### config.mk
export PLATFORM = sky130hd
export DESIGN_NAME = bresenham_ellipse_rasterizer_unit
export DESIGN_NICKNAME = d
export VERILOG_FILES = /design/src/hdl/ber_pkg.sv /design/src/hdl/ber_ctrl.sv /design/src/hdl/ber_dp.sv /design/src/hdl/ber_out.sv /design/src/hdl/bresenham_ellipse_rasterizer_unit.sv
export VERILOG_INCLUDE_DIRS = /design/src /design/src/hdl
export SDC_FILE = /design/constraint.sdc
export NUM_CORES = 2
export LEC_CHECK = 0
export BUFFER_PORTS_ARGS = -buffer_cell sky130_fd_sc_hd__buf_2
export CAP_MARGIN = 30
export CORE_MARGIN = 2
export CORE_UTILIZATION = 40
export DETAILED_ROUTE_END_ITERATION = 16
export PLACE_DENSITY = 0.6
export SKIP_LAST_GASP = 1
export SLEW_MARGIN = 15
export SYNTH_ARGS = -nofsm -noshare
export SYNTH_HDL_FRONTEND = slang
export SYNTH_HIERARCHICAL = 1
export SYNTH_SLANG_ARGS = --single-unit
export TNS_END_PERCENT = 30
### constraint.sdc
create_clock -name clk -period 9.9 [get_ports clk]
set_input_delay 0.99 -clock clk [delete_from_list [all_inputs] [get_ports clk]]
set_output_delay 0.99 -clock clk [all_outputs]
set_load 0.01 [all_outputs]
### src/hdl/assert_macros.svh
// Assertion macros shared by the ellipse rasterizer RTL.
// Self-contained; compiled out when SYNTHESIS is defined.
`ifndef ASSERT_MACROS_SVH
`define ASSERT_MACROS_SVH

`ifndef SYNTHESIS

// Property must hold at every rising edge outside reset.
`define ASSERT_CLK(lbl, ck, rn, prop, msg) \
    lbl: assert property (@(posedge ck) disable iff (!rn) prop) else $error(msg);

// Condition must never be true at a rising edge outside reset.
`define ASSERT_NEVER(lbl, ck, rn, cond, msg) \
    lbl: assert property (@(posedge ck) disable iff (!rn) !(cond)) else $error(msg);

`else

`define ASSERT_CLK(lbl, ck, rn, prop, msg)
`define ASSERT_NEVER(lbl, ck, rn, cond, msg)

`endif

`endif

### src/hdl/ber_pkg.sv
// Shared types and constants for the ellipse rasterizer.
// No dependencies; used by ber_ctrl, ber_dp, ber_out and the top level.
package ber_pkg;

    // Width of the running error term
    localparam int ERR_BITS = 40;

    // Points emitted for every step and index of the final one
    localparam int          POINTS_PER_STEP = 4;
    localparam logic [1:0]  LAST_POINT      = 2'(POINTS_PER_STEP - 1);

    typedef enum logic [0:0] {
        OP_START = 1'b0,
        OP_STEP  = 1'b1
    } op_t;

    typedef enum logic [2:0] {
        ST_IDLE,
        ST_START_MUL,
        ST_START_INIT,
        ST_STEP_EVAL,
        ST_STEP_COMMIT
    } state_t;

    typedef enum logic [1:0] {
        MOVE_H,
        MOVE_V,
        MOVE_D
    } move_t;

    typedef struct packed {
        logic load_geom;
        logic start_mul;
        logic start_init;
        logic step_mul;
        logic step_eval;
        logic step_commit;
    } cmd_t;

    typedef struct packed {
        logic active;
        logic emit_free;
    } status_t;

endpackage

### src/hdl/ber_ctrl.sv
// Sequencer for the ellipse rasterizer: accepts items and issues datapath commands.
// Depends on ber_pkg and assert_macros.svh.
`include "assert_macros.svh"

module ber_ctrl (
    input  logic             clk,
    input  logic             rst_n,
    input  logic             in_valid,
    input  ber_pkg::op_t     op,
    output logic             in_ready,
    input  ber_pkg::status_t stat,
    output ber_pkg::cmd_t    cmd
);

    ber_pkg::state_t state_reg;
    ber_pkg::state_t state_next;

    always_ff @(posedge clk or negedge rst_n)
    begin
        if (!rst_n)
        begin
            state_reg <= ber_pkg::ST_IDLE;
        end
        else
        begin
            state_reg <= state_next;
        end
    end

    always_comb
    begin
        state_next = state_reg;
        cmd        = '0;
        in_ready   = 1'b0;
        unique case (state_reg)
            ber_pkg::ST_IDLE:
            begin
                in_ready = 1'b1;
                if (in_valid)
                begin
                    unique case (op)
                        ber_pkg::OP_START:
                        begin
                            cmd.load_geom = 1'b1;
                            state_next    = ber_pkg::ST_START_MUL;
                        end
                        ber_pkg::OP_STEP:
                        begin
                            // drop the step when no ellipse is running
                            if (stat.active)
                            begin
                                cmd.step_mul = 1'b1;
                                state_next   = ber_pkg::ST_STEP_EVAL;
                            end
                        end
                        default:
                        begin
                            state_next = ber_pkg::ST_IDLE;
                        end
                    endcase
                end
            end
            ber_pkg::ST_START_MUL:
            begin
                cmd.start_mul = 1'b1;
                state_next    = ber_pkg::ST_START_INIT;
            end
            ber_pkg::ST_START_INIT:
            begin
                cmd.start_init = 1'b1;
                state_next     = ber_pkg::ST_IDLE;
            end
            ber_pkg::ST_STEP_EVAL:
            begin
                cmd.step_eval = 1'b1;
                state_next    = ber_pkg::ST_STEP_COMMIT;
            end
            ber_pkg::ST_STEP_COMMIT:
            begin
                // hold until the output stage can take the new points
                if (stat.emit_free)
                begin
                    cmd.step_commit = 1'b1;
                    state_next      = ber_pkg::ST_IDLE;
                end
            end
            default:
            begin
                state_next = ber_pkg::ST_IDLE;
            end
        endcase
    end

    `ASSERT_CLK(a_commit_waits, clk, rst_n, (state_reg == ber_pkg::ST_STEP_COMMIT && !stat.emit_free) |=> (state_reg == ber_pkg::ST_STEP_COMMIT), "commit left before output stage was free")

endmodule

### src/hdl/ber_dp.sv
// Datapath of the ellipse rasterizer: geometry, position, error term and step decision.
// Depends on ber_pkg and assert_macros.svh; driven by ber_ctrl commands.
`include "assert_macros.svh"

module ber_dp #(
    parameter int AXIS_BITS  = 11,
    parameter int COORD_BITS = 12
) (
    input  logic                    clk,
    input  logic                    rst_n,
    input  ber_pkg::cmd_t           cmd,
    input  logic [COORD_BITS-1:0]   center_x,
    input  logic [COORD_BITS-1:0]   center_y,
    input  logic [AXIS_BITS-1:0]    semi_x,
    input  logic [AXIS_BITS-1:0]    semi_y,
    output logic                    active,
    output logic [COORD_BITS+1:0]   pt_x_pos,
    output logic [COORD_BITS+1:0]   pt_x_neg,
    output logic [COORD_BITS+1:0]   pt_y_pos,
    output logic [COORD_BITS+1:0]   pt_y_neg,
    output logic                    pt_done
);

    localparam int X_W  = AXIS_BITS + 1;
    localparam int Y_W  = COORD_BITS;
    localparam int SQ_W = 2 * AXIS_BITS;
    localparam int PT_W = COORD_BITS + 2;
    localparam int E_W  = ber_pkg::ERR_BITS;
    localparam int N_W  = E_W + 2;
    localparam int T_W  = E_W + 3;
    localparam int OP_W = (Y_W > AXIS_BITS) ? Y_W : AXIS_BITS;

    logic [COORD_BITS-1:0]  cx_reg;
    logic [COORD_BITS-1:0]  cy_reg;
    logic [SQ_W-1:0]        sqx_reg;
    logic [SQ_W-1:0]        sqy_reg;
    logic [AXIS_BITS-1:0]   semi_y_reg;
    logic [X_W-1:0]         pos_x_reg;
    logic [Y_W-1:0]         pos_y_reg;
    logic signed [E_W-1:0]  err_reg;
    logic                   active_reg;
    logic [E_W-1:0]         prod_a_reg;
    logic [E_W-1:0]         prod_b_reg;
    logic [E_W-1:0]         tri_x_reg;
    logic [E_W-1:0]         tri_y_reg;
    logic [E_W-1:0]         delta_reg;
    ber_pkg::move_t         move_reg;

    // multipliers
    logic [SQ_W-1:0]        sq_x_full;
    logic [SQ_W-1:0]        sq_y_full;
    logic [OP_W-1:0]        mul_a_op;
    logic [SQ_W+OP_W-1:0]   mul_a_full;
    logic [SQ_W+X_W-1:0]    mul_b_full;

    // start arithmetic
    logic signed [N_W-1:0]  n_twice;
    logic signed [N_W-1:0]  n_half;
    logic                   n_round;
    logic [E_W-1:0]         err_init;

    // step decision
    logic signed [T_W-1:0]  d_ext;
    logic signed [T_W-1:0]  p_ext;
    logic signed [T_W-1:0]  q_ext;
    logic signed [T_W-1:0]  aa_ext;
    logic signed [T_W-1:0]  bb_ext;
    logic signed [T_W-1:0]  t_h;
    logic signed [T_W-1:0]  t_v;
    logic                   t_h_le0;
    logic                   t_v_gt0;
    logic [E_W-1:0]         dq;
    logic [E_W-1:0]         dp;
    logic [E_W-1:0]         del_h;
    logic [E_W-1:0]         del_v;
    logic [E_W-1:0]         del_d;
    ber_pkg::move_t         move_sel;
    logic [E_W-1:0]         delta_sel;

    // commit
    logic                   x_inc;
    logic                   y_dec;
    logic                   done;

    assign sq_x_full  = semi_x * semi_x;
    assign sq_y_full  = semi_y * semi_y;
    assign mul_a_op   = cmd.step_mul ? OP_W'(pos_y_reg) : OP_W'(semi_y_reg);
    assign mul_a_full = sqx_reg * mul_a_op;
    assign mul_b_full = sqy_reg * pos_x_reg;

    // (a^2 + b^2) - 4 a^2 b, halved with rounding away from zero
    assign n_twice  = N_W'(sqx_reg) + N_W'(sqy_reg) - (N_W'(prod_a_reg) << 2);
    assign n_half   = n_twice >>> 1;
    assign n_round  = n_twice[0] & ~n_twice[N_W-1];
    assign err_init = E_W'(n_half) + E_W'(n_round);

    assign d_ext   = T_W'(err_reg);
    assign p_ext   = T_W'(prod_a_reg);
    assign q_ext   = T_W'(prod_b_reg);
    assign aa_ext  = T_W'(sqx_reg);
    assign bb_ext  = T_W'(sqy_reg);
    assign t_h     = ((d_ext + p_ext) <<< 1) - aa_ext;
    assign t_v     = ((d_ext - q_ext) <<< 1) - bb_ext;
    assign t_h_le0 = t_h[T_W-1] || (t_h == '0);
    assign t_v_gt0 = !t_v[T_W-1] && (t_v != '0);

    // error updates written with the old position: P = a^2 y, Q = b^2 x
    assign dq    = {prod_b_reg[E_W-2:0], 1'b0};
    assign dp    = {prod_a_reg[E_W-2:0], 1'b0};
    assign del_h = dq + tri_y_reg;
    assign del_v = tri_x_reg - dp;
    assign del_d = dq - dp + tri_x_reg + tri_y_reg;

    always_comb
    begin
        if (err_reg[E_W-1])
        begin
            move_sel = t_h_le0 ? ber_pkg::MOVE_H : ber_pkg::MOVE_D;
        end
        else if (err_reg != '0)
        begin
            move_sel = t_v_gt0 ? ber_pkg::MOVE_V : ber_pkg::MOVE_D;
        end
        else
        begin
            move_sel = ber_pkg::MOVE_D;
        end
        case (move_sel)
            ber_pkg::MOVE_H: delta_sel = del_h;
            ber_pkg::MOVE_V: delta_sel = del_v;
            default:         delta_sel = del_d;
        endcase
    end

    assign x_inc = (move_reg == ber_pkg::MOVE_H) || (move_reg == ber_pkg::MOVE_D);
    assign y_dec = (move_reg == ber_pkg::MOVE_V) || (move_reg == ber_pkg::MOVE_D);
    assign done  = y_dec && (pos_y_reg == '0);

    always_ff @(posedge clk or negedge rst_n)
    begin
        if (!rst_n)
        begin
            active_reg <= 1'b0;
        end
        else if (cmd.load_geom)
        begin
            active_reg <= 1'b0;
        end
        else if (cmd.start_init)
        begin
            active_reg <= 1'b1;
        end
        else if (cmd.step_commit && done)
        begin
            active_reg <= 1'b0;
        end
    end

    always_ff @(posedge clk)
    begin
        if (cmd.load_geom)
        begin
            cx_reg     <= center_x;
            cy_reg     <= center_y;
            sqx_reg    <= sq_x_full;
            sqy_reg    <= sq_y_full;
            semi_y_reg <= semi_y;
            pos_x_reg  <= '0;
            pos_y_reg  <= Y_W'(semi_y);
        end
        if (cmd.start_mul)
        begin
            prod_a_reg <= E_W'(mul_a_full);
            tri_x_reg  <= E_W'(sqx_reg) + E_W'({sqx_reg, 1'b0});
            tri_y_reg  <= E_W'(sqy_reg) + E_W'({sqy_reg, 1'b0});
        end
        if (cmd.start_init)
        begin
            err_reg <= err_init;
        end
        if (cmd.step_mul)
        begin
            prod_a_reg <= E_W'(mul_a_full);
            prod_b_reg <= E_W'(mul_b_full);
        end
        if (cmd.step_eval)
        begin
            move_reg  <= move_sel;
            delta_reg <= delta_sel;
        end
        if (cmd.step_commit)
        begin
            err_reg <= err_reg + $signed(delta_reg);
            if (x_inc)
            begin
                pos_x_reg <= pos_x_reg + X_W'(1);
            end
            if (done)
            begin
                pos_y_reg <= '0;
            end
            else if (y_dec)
            begin
                pos_y_reg <= pos_y_reg - Y_W'(1);
            end
        end
    end

    // points of the current position, taken by the output stage on commit
    assign pt_x_pos = PT_W'(cx_reg) + PT_W'(pos_x_reg);
    assign pt_x_neg = PT_W'(cx_reg) - PT_W'(pos_x_reg);
    assign pt_y_pos = PT_W'(cy_reg) + PT_W'(pos_y_reg);
    assign pt_y_neg = PT_W'(cy_reg) - PT_W'(pos_y_reg);
    assign pt_done  = done;
    assign active   = active_reg;

    `ASSERT_CLK(a_active_ends_on_commit, clk, rst_n, $fell(active_reg) |-> ($past(cmd.step_commit) || $past(cmd.load_geom)), "active cleared outside commit or restart")

endmodule

### src/hdl/ber_out.sv
// Output stage of the ellipse rasterizer: holds one step's four points and emits them.
// Depends on ber_pkg and assert_macros.svh.
`include "assert_macros.svh"

module ber_out #(
    parameter int COORD_BITS = 12
) (
    input  logic                                    clk,
    input  logic                                    rst_n,
    input  logic                                    load,
    input  logic [COORD_BITS+1:0]                   pt_x_pos,
    input  logic [COORD_BITS+1:0]                   pt_x_neg,
    input  logic [COORD_BITS+1:0]                   pt_y_pos,
    input  logic [COORD_BITS+1:0]                   pt_y_neg,
    input  logic                                    pt_done,
    output logic                                    free,
    output logic                                    m_axis_tvalid,
    input  logic                                    m_axis_tready,
    output logic [((2*(COORD_BITS+2)+7)/8)*8-1:0]   m_axis_tdata,
    output logic                                    m_axis_tlast,
    output logic [0:0]                              m_axis_tuser
);

    localparam int PT_W   = COORD_BITS + 2;
    localparam int DATA_W = ((2 * PT_W + 7) / 8) * 8;

    logic            busy_reg;
    logic            busy_next;
    logic [1:0]      idx_reg;
    logic [1:0]      idx_next;
    logic [PT_W-1:0] xp_reg;
    logic [PT_W-1:0] xn_reg;
    logic [PT_W-1:0] yp_reg;
    logic [PT_W-1:0] yn_reg;
    logic            done_reg;
    logic            fire;
    logic            finish;
    logic [PT_W-1:0] x_sel;
    logic [PT_W-1:0] y_sel;

    assign fire   = busy_reg && m_axis_tready;
    assign finish = fire && (idx_reg == ber_pkg::LAST_POINT);
    assign free   = !busy_reg || finish;

    always_comb
    begin
        busy_next = busy_reg;
        idx_next  = idx_reg;
        if (load)
        begin
            busy_next = 1'b1;
            idx_next  = '0;
        end
        else if (finish)
        begin
            busy_next = 1'b0;
        end
        else if (fire)
        begin
            idx_next = idx_reg + 2'd1;
        end
    end

    always_ff @(posedge clk or negedge rst_n)
    begin
        if (!rst_n)
        begin
            busy_reg <= 1'b0;
            idx_reg  <= '0;
        end
        else
        begin
            busy_reg <= busy_next;
            idx_reg  <= idx_next;
        end
    end

    always_ff @(posedge clk)
    begin
        if (load)
        begin
            xp_reg   <= pt_x_pos;
            xn_reg   <= pt_x_neg;
            yp_reg   <= pt_y_pos;
            yn_reg   <= pt_y_neg;
            done_reg <= pt_done;
        end
    end

    // order: (+x,+y), (+x,-y), (-x,+y), (-x,-y)
    assign x_sel = idx_reg[1] ? xn_reg : xp_reg;
    assign y_sel = idx_reg[0] ? yn_reg : yp_reg;

    assign m_axis_tvalid = busy_reg;
    assign m_axis_tdata  = DATA_W'({y_sel, x_sel});
    assign m_axis_tlast  = (idx_reg == ber_pkg::LAST_POINT);
    assign m_axis_tuser  = done_reg;

    `ASSERT_NEVER(a_load_busy, clk, rst_n, load && !free, "points loaded over a run in progress")
    `ASSERT_CLK(a_done_steady, clk, rst_n, (fire && !m_axis_tlast) |=> (m_axis_tvalid && $stable(done_reg)), "run cut short or done flag changed")

endmodule

### src/hdl/bresenham_ellipse_rasterizer_unit.sv
// Ellipse rasterizer, top level. A start item passes through the load, multiply and init
// states before the next item is taken; a step is multiplied, then evaluated, and its
// commit waits for a free output stage. Points leave one per cycle while tready is high.
// The output stage sets the sustained step rate; the error update overlaps the emission.
// Reset (rst_n low, asynchronous): sequencer idle, no ellipse active, output empty.
// Depends on ber_pkg, ber_ctrl, ber_dp and ber_out.
module bresenham_ellipse_rasterizer_unit #(
    parameter int AXIS_BITS  = 11,
    parameter int COORD_BITS = 12
) (
    input  logic                                                clk,
    input  logic                                                rst_n,
    input  logic                                                s_axis_tvalid,
    output logic                                                s_axis_tready,
    // center_x, center_y, semi_x, semi_y (lowest bits first), zero padded
    input  logic [((2*COORD_BITS+2*AXIS_BITS+7)/8)*8-1:0]       s_axis_tdata,
    // op: 0 = start, 1 = step
    input  logic [0:0]                                          s_axis_tuser,
    output logic                                                m_axis_tvalid,
    input  logic                                                m_axis_tready,
    // point_x, point_y (lowest bits first, two's complement), zero padded
    output logic [((2*(COORD_BITS+2)+7)/8)*8-1:0]               m_axis_tdata,
    output logic                                                m_axis_tlast,
    // ellipse_done
    output logic [0:0]                                          m_axis_tuser
);

    localparam int PT_W = COORD_BITS + 2;

    // unpacked input fields
    logic [COORD_BITS-1:0] center_x;
    logic [COORD_BITS-1:0] center_y;
    logic [AXIS_BITS-1:0]  semi_x;
    logic [AXIS_BITS-1:0]  semi_y;

    ber_pkg::cmd_t    cmd;
    ber_pkg::status_t stat;
    logic             active;
    logic             emit_free;

    // snapshot of the four mirrored points for the output stage
    logic [PT_W-1:0]  pt_x_pos;
    logic [PT_W-1:0]  pt_x_neg;
    logic [PT_W-1:0]  pt_y_pos;
    logic [PT_W-1:0]  pt_y_neg;
    logic             pt_done;

    assign center_x = s_axis_tdata[COORD_BITS-1:0];
    assign center_y = s_axis_tdata[2*COORD_BITS-1:COORD_BITS];
    assign semi_x   = s_axis_tdata[2*COORD_BITS+AXIS_BITS-1:2*COORD_BITS];
    assign semi_y   = s_axis_tdata[2*COORD_BITS+2*AXIS_BITS-1:2*COORD_BITS+AXIS_BITS];

    assign stat.active    = active;
    assign stat.emit_free = emit_free;

    // Sequencer: takes one item at a time, drops steps while no ellipse runs,
    // and holds the commit of a step until the previous points are all out.
    ber_ctrl u_ctrl (
        .clk      (clk),
        .rst_n    (rst_n),
        .in_valid (s_axis_tvalid),
        .op       (ber_pkg::op_t'(s_axis_tuser)),
        .in_ready (s_axis_tready),
        .stat     (stat),
        .cmd      (cmd)
    );

    // Datapath: squares of the semi-axes and the initial error on start,
    // then per step the two products a^2*y and b^2*x, the move decision and
    // the error update.
    ber_dp #(
        .AXIS_BITS  (AXIS_BITS),
        .COORD_BITS (COORD_BITS)
    ) u_dp (
        .clk      (clk),
        .rst_n    (rst_n),
        .cmd      (cmd),
        .center_x (center_x),
        .center_y (center_y),
        .semi_x   (semi_x),
        .semi_y   (semi_y),
        .active   (active),
        .pt_x_pos (pt_x_pos),
        .pt_x_neg (pt_x_neg),
        .pt_y_pos (pt_y_pos),
        .pt_y_neg (pt_y_neg),
        .pt_done  (pt_done)
    );

    // Output stage: latch the points on commit and emit them one per cycle while tready
    // is high, marking the fourth with tlast.
    ber_out #(
        .COORD_BITS (COORD_BITS)
    ) u_out (
        .clk           (clk),
        .rst_n         (rst_n),
        .load          (cmd.step_commit),
        .pt_x_pos      (pt_x_pos),
        .pt_x_neg      (pt_x_neg),
        .pt_y_pos      (pt_y_pos),
        .pt_y_neg      (pt_y_neg),
        .pt_done       (pt_done),
        .free          (emit_free),
        .m_axis_tvalid (m_axis_tvalid),
        .m_axis_tready (m_axis_tready),
        .m_axis_tdata  (m_axis_tdata),
        .m_axis_tlast  (m_axis_tlast),
        .m_axis_tuser  (m_axis_tuser)
    );

endmodule

==> results.md <==
- Outcome: finished clean
- Core ar.: between 100,000 and 150,000 µm²
- Nets: ~7,600
- Final Non-Filler Cells: 8,139
- Post-synthesis cell area: around 56,000 µm²
- Setup TNS Final: 0 ns
- Most used cell, CP: fa_1
- Postcts setup bufs: 0
- WL per Instance: 19.4 µm
- ANT cells: 0
- Reg clk slew, reported paths: ~0.060 ns
- Startpoint types: flop
- Crit path kind: flop to flop
- Port Buffers: 82
- YS warnings: 6
- Crit-path cells: or4b_4, nor2_4, mux2i_2, buf_4, nor2_1, fa_1, inv_1, fa_1, fa_1, fa_1, inv_1, fa_1, ha_1, a21o_1, a21oi_1, a21boi_0, a311oi_1, o311a_1, o21ai_0, a21boi_0, o41ai_1, o21bai_1, a21oi_1, xnor2_1
- I/O pins: 89
- Via count: around 44,000
- Worst EP required: 10.29 ns
- Top cell type's share of synthesized area: 20.7%
- Routed wire length: about 160,000 µm
- #FFs+latches synth: 360
- Area leader, netlist: fa_1
- Gr ovfl total: 0
- H-tree Lvls: 2
- Fill count: 13,400
- Later-pin clock latency in the skew report: 0.65 ns
- Die Ht: approximately 380 µm
- Standard-cell row count: around 140
- Final ANT Viol Nets: 0
- Syn_area_per_cell: just under 9 µm²
- Post-CTS Resized: 0
- R2R Path End: u_dp/prod_a_reg[33]
- Largest net degree at the start of global routing: 55
- CP max FO: 14
- Synth Flop Type: edfxtp_1
- Share of layout cells above drive strength 1: roughly 5.3%
- Mapped Cells: 6,293
- Max Cap Viol: 0
- CTS tree: done
- CP top delay family: adder cells
- Slew Limit Headroom: between 30% and 40%
- Initial Util: between 40% and 50%
- Min Tclk post-route: 8.60 ns
- RSZ-0062 raised after global routing: false
- Number of synthesized flops with an enable pin: 329
- Async set or reset register ratio after synthesis: around 1.9%
- Number of cells on the critical path: 24
- Vias in the first global route: 43,600
- Reg2Reg Launch Point: u_ctrl/state_reg[0]
- Final Cycle Share: between 80 and 90%
- Area growth syn-to-layout: 7.24%
- Hold/Removal Path Class: input port to asynchronous set/reset pin
- Initial antenna violation count: 1
- Final HPWL DP: between 100,000 and 150,000 µm
- DRT iter0 DRCs: about 3,300
- Clock tree buffer depth: 3
- Clock Tree Root: clkbuf_16
- Capture point of the critical path: u_dp/prod_a_reg[33]
- Placer Congestion: 0.905
- CTS buffer count: between 40 and 50
- Depth of the most critical reg-to-reg path: 24
- Critical path arrival: 8.99 ns
- Dpl cells: 8,046
- Worst Path Buf+Inv: 3
- DRC: 0
- Hold Fails Final Rpt: 0
- Slew Viols, Final: 0
- Hold buffers post-CTS: 0
- GRT Total Usage: approximately 22%
- # setup viols final: 0
- Top post-synthesis cells by area: fa_1, edfxtp_1, ha_1
- Largest stage delay on the critical path: 0.81 ns
- Area of the die: 142,000 µm²
- Width of the die: 377 µm
- CP endpoint kind: flop
- Max Clk Rate: around 120 MHz
- Drt first pass iters: 5
- Skew final: around 0.033 ns
- FF-to-FF setup slack: 1.30 ns
- Via-to-Cell Ratio: roughly 5.4
- Seq/Total Area, Yosys: approximately a fifth
- Netlist cell types: 113
- Setup crit start: u_ctrl/state_reg[0]
- Clock sink count: 360
- Worst Max-Slew Pin Slew: ~0.95 ns
- First-pass GRT wire length: approximately 250,000 µm
- Crit-path slowest cell: mux2i_2
per-layer routing:
layer | GRT usage [%] | wire length [µm]
met5 | 0 | 0
met4 | 4.77 | 3310
met3 | 2.96 | 9420
met2 | 36.8 | 73200
met1 | 30.8 | 71900
stage by stage:
step                hold WS (ns)  worst slack [ns]  cell area, µm²  util, %
detailed placement         0.511             0.799           57900     42.1
CTS                        0.123              1.30           59500     43.3
global route               0.139             0.954           59600     43.3
global placement           0.500             0.910           57800     42.0
floorplan                  0.477             0.723           55600        -
finish                     0.163              1.30           59600     43.3
area by class of cell:
cell class | count | area, µm² | area share (%)
clock buffer | 55 | 1250 | 2.10
inverter | 993 | 3730 | 6.26
sequential | 360 | 10500 | 17.7
multi-input combinational | 4763 | 40600 | 68.1
timing repair buffer | 138 | 911 | 1.53
tap | 1794 | 2240 | 3.77
clock inverter | 36 | 343 | 0.575
cell usage in the layout, fill, tap and decap left out, types with 26 or more instances in the layout:
master and n:
nor2_1 417, nand2_1 654, and2_1 116, clkbuf_16 49, buf_4 46, and3_1 61
xnor2_1 296, fa_1 574, nor4_1 32, a31oi_1 44, nand2b_1 80, ha_1 624
buf_2 83, o21a_1 50, o21ai_0 271, o211ai_1 29, nor3_1 107, edfxtp_1 329
a21o_1 147, o21bai_1 61, a21oi_1 366, nand3_1 93, xor2_1 142, nor2b_1 70
or3_1 26, inv_1 988, nand4_1 42
synthesized netlist by cell type, drive strengths merged (108+ instances only):
master / instances
a21o: 147
a21oi: 369
and2: 117
clkbuf: 167
edfxtp: 329
fa: 574
ha: 624
inv: 990
nand2: 654
nor2: 421
nor3: 108
o21ai: 277
xnor2: 296
xor2: 142
logic make-up after synthesis:
group / Yosys count / synth area share [%]
other cells: 3 / 0.0203
fa+ha+maj: 1198 / 34.7
buf+inv: 1192 / 8.23
compound gates: 1246 / 14.6
flops: 360 / 19.0
mux: 67 / 1.44
xor+xnor: 438 / 6.91
simple gates: 1789 / 15.2
how the worst min path moves through the flow:
stage                           to  slack [ns]  cells past startpoint
6_report       u_ctrl/state_reg[1]        0.16                      1
4_1_cts        u_ctrl/state_reg[1]        0.12                      1
3_5_place_dp   u_out/m_axis_tvalid        0.51                      1
3_3_place_gp   u_out/m_axis_tvalid        0.50                      1
2_1_floorplan    u_dp/pos_y_reg[5]        0.48                      2
5_1_grt        u_ctrl/state_reg[1]        0.14                      1
Power is not shown: default switching activity piles up to over one toggle a cycle in this logic, so the estimate is an artifact.
